[config.mk]
export PLATFORM = sky130hd
export DESIGN_NAME = radix_digit_converter
export DESIGN_NICKNAME = d
export VERILOG_FILES = /design/src/rdc_pkg.sv /design/src/rdc_divider.sv /design/src/rdc_digit_buf.sv /design/src/radix_digit_converter.sv
export SDC_FILE = /design/constraint.sdc
export NUM_CORES = 1
export LEC_CHECK = 0
export ABC_AREA = 1
export BUFFER_PORTS_ARGS = -buffer_cell sky130_fd_sc_hd__buf_2
export CAP_MARGIN = 30
export CORE_ASPECT_RATIO = 1.1
export CORE_UTILIZATION = 48
export CTS_CLUSTER_DIAMETER = 200
export DETAILED_ROUTE_END_ITERATION = 12
export GPL_TIMING_DRIVEN = 0
export PLACE_DENSITY = 0.71
export SYNTH_ARGS = -nofsm -noshare
export SYNTH_HDL_FRONTEND = slang
export SYNTH_SLANG_ARGS = --single-unit
[constraint.sdc]
create_clock -name aclk -period 5.85 [get_ports aclk]
set_input_delay 0.2925 -clock aclk [delete_from_list [all_inputs] [get_ports aclk]]
set_output_delay 0.2925 -clock aclk [all_outputs]
set_load 0.03 [all_outputs]
[src/rdc_pkg.sv]
// Shared types, constants and the digit-to-ASCII function for the radix converter.
package rdc_pkg;

    localparam int DIGIT_W = 6;
    localparam int CHAR_W  = 7;
    localparam int BASE_W  = 8;

    localparam logic [BASE_W-1:0]  BASE_MIN     = 8'd2;
    localparam logic [BASE_W-1:0]  BASE_MAX     = 8'd36;
    localparam logic [DIGIT_W-1:0] DIGIT_TEN    = 6'd10;
    localparam logic [CHAR_W-1:0]  CHAR_ZERO    = 7'd48;
    localparam logic [CHAR_W-1:0]  CHAR_NINE    = 7'd57;
    localparam logic [CHAR_W-1:0]  CHAR_LOWER_A = 7'd97;
    localparam logic [CHAR_W-1:0]  CHAR_LOWER_Z = 7'd122;
    localparam logic [CHAR_W-1:0]  CHAR_ERR     = 7'd0;

    typedef enum logic [2:0] {
        ST_IDLE,
        ST_ERR,
        ST_DIV_START,
        ST_DIV_WAIT,
        ST_READ,
        ST_SHOW
    } rdc_state_t;

    function automatic logic [CHAR_W-1:0] digit_ascii(input logic [DIGIT_W-1:0] d);
        logic [CHAR_W-1:0] c;
        if (d < DIGIT_TEN) begin
            c = CHAR_ZERO + CHAR_W'(d);
        end else begin
            c = CHAR_LOWER_A + CHAR_W'(d - DIGIT_TEN);
        end
        return c;
    endfunction

endpackage

[src/rdc_divider.sv]
// Bit-serial restoring divider: value by a 6-bit base, one quotient bit per cycle.
module rdc_divider
    import rdc_pkg::*;
#(
    parameter int VALUE_BITS = 32
) (
    input  logic                  aclk,
    input  logic                  aresetn,
    input  logic                  start,
    input  logic [VALUE_BITS-1:0] dividend,
    input  logic [DIGIT_W-1:0]    divisor,
    output logic                  done,
    output logic [VALUE_BITS-1:0] quotient,
    output logic [DIGIT_W-1:0]    remainder
);

    localparam int CW = $clog2(VALUE_BITS);

    logic                  busy_reg, busy_next;
    logic                  done_reg, done_next;
    logic [CW-1:0]         cnt_reg, cnt_next;
    logic [VALUE_BITS-1:0] quo_reg, quo_next;
    logic [DIGIT_W-1:0]    rem_reg, rem_next;
    logic [DIGIT_W-1:0]    div_reg, div_next;
    logic [DIGIT_W:0]      trial;
    logic                  fits;

    // partial remainder stays below the divisor, so it fits back into 6 bits
    assign trial = {rem_reg, quo_reg[VALUE_BITS-1]};
    assign fits  = (trial >= {1'b0, div_reg});

    always_comb begin
        busy_next = busy_reg;
        done_next = 1'b0;
        cnt_next  = cnt_reg;
        quo_next  = quo_reg;
        rem_next  = rem_reg;
        div_next  = div_reg;
        if (start) begin
            busy_next = 1'b1;
            cnt_next  = '0;
            quo_next  = dividend;
            rem_next  = '0;
            div_next  = divisor;
        end else if (busy_reg) begin
            rem_next = fits ? DIGIT_W'(trial - {1'b0, div_reg}) : trial[DIGIT_W-1:0];
            quo_next = {quo_reg[VALUE_BITS-2:0], fits};
            cnt_next = cnt_reg + CW'(1);
            if (cnt_reg == CW'(VALUE_BITS - 1)) begin
                busy_next = 1'b0;
                done_next = 1'b1;
            end
        end
    end

    always_ff @(posedge aclk) begin
        if (!aresetn) begin
            busy_reg <= 1'b0;
            done_reg <= 1'b0;
        end else begin
            busy_reg <= busy_next;
            done_reg <= done_next;
        end
        cnt_reg <= cnt_next;
        quo_reg <= quo_next;
        rem_reg <= rem_next;
        div_reg <= div_next;
    end

    assign done      = done_reg;
    assign quotient  = quo_reg;
    assign remainder = rem_reg;

endmodule

[src/rdc_digit_buf.sv]
// Digit store: remainders written in order of discovery, read back with a registered port.
module rdc_digit_buf
    import rdc_pkg::*;
#(
    parameter int VALUE_BITS = 32
) (
    input  logic                          aclk,
    input  logic                          wr_en,
    input  logic [$clog2(VALUE_BITS)-1:0] wr_addr,
    input  logic [DIGIT_W-1:0]            wr_data,
    input  logic [$clog2(VALUE_BITS)-1:0] rd_addr,
    output logic [DIGIT_W-1:0]            rd_data
);

    logic [DIGIT_W-1:0] mem [0:VALUE_BITS-1];
    logic [DIGIT_W-1:0] rd_data_reg;

    always_ff @(posedge aclk) begin
        if (wr_en) begin
            mem[wr_addr] <= wr_data;
        end
        rd_data_reg <= mem[rd_addr];
    end

    assign rd_data = rd_data_reg;

endmodule

[src/radix_digit_converter.sv]
// Radix converter: unsigned value to ASCII digits in base 2..36, most significant first.
// Each digit costs a pass through the shared bit-serial divider; once all digits are
// found, each digit word goes out by a buffer read, then the output.
// One number at a time: s_ready is high only while idle. A bad base answers in 1 word.
// aresetn is synchronous, active low, and returns the sequencer to idle.
module radix_digit_converter
    import rdc_pkg::*;
#(
    parameter int VALUE_BITS = 32
) (
    input  logic              aclk,
    input  logic              aresetn,
    input  logic              s_valid,
    output logic              s_ready,
    input  logic [31:0]       s_value,
    input  logic [BASE_W-1:0] s_base,
    output logic              m_valid,
    input  logic              m_ready,
    output logic [CHAR_W-1:0] m_digit_char,
    output logic              m_last,
    output logic              m_bad_base
);

    localparam int AW = $clog2(VALUE_BITS);

    rdc_state_t            state_reg, state_next;
    logic [VALUE_BITS-1:0] value_reg, value_next;
    logic [DIGIT_W-1:0]    base_reg, base_next;
    logic [AW-1:0]         wr_idx_reg, wr_idx_next;
    logic [AW-1:0]         rd_idx_reg, rd_idx_next;

    logic                  in_fire;
    logic                  base_ok;
    logic                  div_start;
    logic                  div_done;
    logic [VALUE_BITS-1:0] div_quo;
    logic [DIGIT_W-1:0]    div_rem;
    logic                  buf_we;
    logic [DIGIT_W-1:0]    buf_rd;
    logic                  rd_first;

    assign in_fire  = s_valid && s_ready;
    assign base_ok  = (s_base >= BASE_MIN) && (s_base <= BASE_MAX);
    assign rd_first = (rd_idx_reg == '0);

    always_comb begin
        state_next = state_reg;
        case (state_reg)
            ST_IDLE: begin
                if (s_valid) begin
                    state_next = base_ok ? ST_DIV_START : ST_ERR;
                end
            end
            ST_ERR: begin
                if (m_ready) begin
                    state_next = ST_IDLE;
                end
            end
            ST_DIV_START: state_next = ST_DIV_WAIT;
            ST_DIV_WAIT: begin
                if (div_done) begin
                    state_next = (div_quo == '0) ? ST_READ : ST_DIV_START;
                end
            end
            ST_READ: state_next = ST_SHOW;
            ST_SHOW: begin
                if (m_ready) begin
                    state_next = rd_first ? ST_IDLE : ST_READ;
                end
            end
            default: state_next = ST_IDLE;
        endcase
    end

    always_comb begin
        s_ready      = 1'b0;
        m_valid      = 1'b0;
        m_digit_char = CHAR_ERR;
        m_last       = 1'b0;
        m_bad_base   = 1'b0;
        div_start    = 1'b0;
        buf_we       = 1'b0;
        case (state_reg)
            ST_IDLE: s_ready = 1'b1;
            ST_ERR: begin
                m_valid    = 1'b1;
                m_last     = 1'b1;
                m_bad_base = 1'b1;
            end
            ST_DIV_START: div_start = 1'b1;
            ST_DIV_WAIT:  buf_we    = div_done;
            ST_SHOW: begin
                m_valid      = 1'b1;
                m_digit_char = digit_ascii(buf_rd);
                m_last       = rd_first;
            end
            default: ;
        endcase
    end

    always_comb begin
        value_next  = value_reg;
        base_next   = base_reg;
        wr_idx_next = wr_idx_reg;
        rd_idx_next = rd_idx_reg;
        if (in_fire) begin
            value_next  = VALUE_BITS'(s_value);
            base_next   = s_base[DIGIT_W-1:0];
            wr_idx_next = '0;
        end
        if (buf_we) begin
            value_next  = div_quo;
            wr_idx_next = wr_idx_reg + AW'(1);
            // most significant digit is the one just written
            rd_idx_next = wr_idx_reg;
        end
        if (state_reg == ST_SHOW && m_ready && !rd_first) begin
            rd_idx_next = rd_idx_reg - AW'(1);
        end
    end

    always_ff @(posedge aclk) begin
        if (!aresetn) begin
            state_reg <= ST_IDLE;
        end else begin
            state_reg <= state_next;
        end
        value_reg  <= value_next;
        base_reg   <= base_next;
        wr_idx_reg <= wr_idx_next;
        rd_idx_reg <= rd_idx_next;
    end

    rdc_divider #(
        .VALUE_BITS (VALUE_BITS)
    ) u_divider (
        .aclk      (aclk),
        .aresetn   (aresetn),
        .start     (div_start),
        .dividend  (value_reg),
        .divisor   (base_reg),
        .done      (div_done),
        .quotient  (div_quo),
        .remainder (div_rem)
    );

    rdc_digit_buf #(
        .VALUE_BITS (VALUE_BITS)
    ) u_digit_buf (
        .aclk    (aclk),
        .wr_en   (buf_we),
        .wr_addr (wr_idx_reg),
        .wr_data (div_rem),
        .rd_addr (rd_idx_reg),
        .rd_data (buf_rd)
    );

endmodule

==> run summary <==
Number of synthesized flops with an enable pin: 278
Post-Syn Instances: 1,163
Post-CTS setup buffer count: 0
Hold_sp: s_value[10]
Flops & latches, synth: 300
Slew HR: 0.403
CTS Root Cell: clkbuf_16
Seq/Total Area, Yosys: 0.668
CTS hold repair buffers: 25
CTS Sinks: 300
Min-Delay Path Depth: 3
Post-CTS resize count: 0
Pleak: 5.72 nW
Layout area overhead: 16.6%
Dpl hpwl: 21.1 mm
Most frequent cells in the layout: edfxtp_1 (278), nand2_1 (189), nor2_1 (175), o21ai_0 (126), inv_1 (79)
Tightest Pin Transition: 0.894 ns
Vias per inst: 5.51
Worst Setup End Kind: output pin
Critical Path Fanout Max: 11
Synth cell types: 48
Post-Syn Area per Cell: 11.3 um^2
Synth Flop Type: edfxtp_1
RSZ-0062 raised after global routing: no
Die height: 176 um
Overflow after GRT: 0
CTS max path bufs: 3
Drc violations: 0
Rows: 63
Reg clk slew, reported paths: 0.06 ns
Initial antenna violation count: 1
R2r startpoint: u_divider.remainder[1]
Placer Congestion: 0.880
Routed WL: 31.5 mm
Effective utilization at floorplan: 0.488
Inserted Clock Buffers: 30
Non-Filler Instances: 1,661
DR WL/cell: 19.0 um
Post-DRT Antenna Nets: 0
Worst skew pair latency: 0.57 ns
First-pass GRT wire length: 48.7 mm
Largest net degree at the start of global routing: 36
Required time worst endpoint: 5.56 ns
Share of the synthesized area in the top cell type: 0.635
Post-Place Worst Slack: 3.52 ns
Max Cap Viol: 0
Slew Viols, Final: 0
Synth Warn #: 0
Synth Net Count: 1,227
Placed cells: 1,581
Final hold violations: 0
Final Skew: 0.0181 ns
Critical Path AT: 2.35 ns
Max VDD drop: 0.000339 V
Fill count: 2,222
Reg-to-reg endpoint: u_divider.remainder[1]
Crit share post-route: 0.451
Async SR Flop Fraction: 0
Diodes inserted: 0
I/O pin cnt: 55
Most common cell after layout, fill and taps aside: edfxtp_1
Max frequency: 379 MHz
Hold EP: value_reg[10]
Nets@finish: 1,345
Die W: 160 um
Worst setup path class: flip-flop to output pin
Worst r2r path cells: 7
Core area: 27,000 um^2
Final worst slack: 3.21 ns
Status: finished, final reports clean
Crit path time final: 2.64 ns
DRT iter0 DRCs: 827
Top post-synthesis cells by area: edfxtp_1 (63%), nand2_1 (5.4%), nor2_1 (5.0%)
Fraction of layout cells with a size suffix above 1: 0.160
PortBufs: 54
Flop2flop setup slack: 3.52 ns
Total GRT Usage: 0.227
Final Util: 0.569
H-tree levels: 1
CTS tree: done
Largest register FFs: 192
Worst Hold Class: input port to flip-flop
Setup tns final: 0 ns
Area leader, netlist: edfxtp_1
Worst hold margin: 0.0137 ns
Nature of the critical path startpoint: flip-flop
Vias in the first global route: 9,079
DR vias: 9,147
Mapped Area: 13,200 um^2
Setup violators final: 0
Die ar.: 28,100 um^2
Initial DRT Pass Iterations: 6
PwrDens: 354 nW/um^2
[synthesized netlist by cell type (3+ instances only)]
| library cell | count |
|---|---|
| dfxtp_1 | 22 |
| buf_6 | 11 |
| o221ai_1 | 9 |
| a21oi_2 | 3 |
| nand2_1 | 189 |
| edfxtp_1 | 278 |
| inv_1 | 79 |
| xnor2_1 | 3 |
| nor3_1 | 8 |
| o31ai_1 | 4 |
| inv_2 | 4 |
| buf_1 | 3 |
| clkbuf_1 | 8 |
| a21oi_1 | 24 |
| nor2_2 | 3 |
| o22ai_1 | 14 |
| o21ai_1 | 9 |
| ha_1 | 19 |
| nor2_4 | 4 |
| o21ai_0 | 127 |
| o21ai_2 | 32 |
| buf_4 | 7 |
| nand3_1 | 57 |
| buf_2 | 24 |
| nor2_1 | 175 |
| xor2_1 | 3 |
| o211ai_1 | 19 |
[logic make-up after synthesis]
| group | synth area share |
|---|---|
| simple gates | 0.140 |
| buf+inv | 0.0524 |
| compound gates | 0.116 |
| flops | 0.668 |
| xor+xnor | 0.00400 |
| fa+ha+maj | 0.0196 |
[report_power, final]
part / switching, W / total, W / leakage (nW) / internal, W
logic: 0.000442 / 0.000685 / 2.48 / 0.000243
clock network: 0.000805 / 0.00199 / 0.493 / 0.00118
registers: 0.000128 / 0.00277 / 2.75 / 0.00264
total: 0.00138 / 0.00544 / 5.72 / 0.00406
[final cells by class]
class                   count  area [um^2]  area share
plain buffers              54          343      0.0224
clock buffers              39          795      0.0518
inverters                  88          347      0.0226
well taps                 357          447      0.0291
clock inverters            16          225      0.0147
repair buffers             86          701      0.0457
multi-input cells         721         3690       0.241
flip-flops and latches    300         8790       0.573
[through the flow]
| stage | instance area, um^2 | total power (W) |
|---|---|---|
| after detailed placement | 14100 | 0.00348 |
| after CTS | 15300 | 0.00546 |
| after global placement | 13900 | 0.00336 |
| after floorplan | 13200 | 0.00315 |
| after global routing | 15300 | 0.00562 |
| final | 15300 | 0.00544 |
[critical path, cell delays in order, from the launching register on]
cell	delay (ns)
edfxtp_1	0.38
buf_6	0.15
inv_4	0.08
buf_6	0.14
buf_2	0.24
ha_1	0.18
nand3_1	0.20
a21oi_1	0.19
buf_2	0.21
[metal layers]
metal / share of wire / global-route usage
met5: 0 / 0
met4: 0.032 / 0.0821
met3: 0.080 / 0.0316
met2: 0.50 / 0.399
met1: 0.39 / 0.286
[how the worst max path moves through the flow]
stage	startpoint	end	slack (ns)	cells past startpoint
finish	rd_idx_reg[0]	m_last	3.21	8
global route	rd_idx_reg[0]	m_last	3.06	8
CTS	rd_idx_reg[0]	m_last	3.19	8
detailed placement	u_divider.remainder[1]	u_divider.remainder[1]	3.52	7
global placement	state_reg[0]	value_reg[12]	0.70	5
floorplan	state_reg[0]	value_reg[0]	1.80	5
Note: power is estimated with default switching activity, not from simulation.
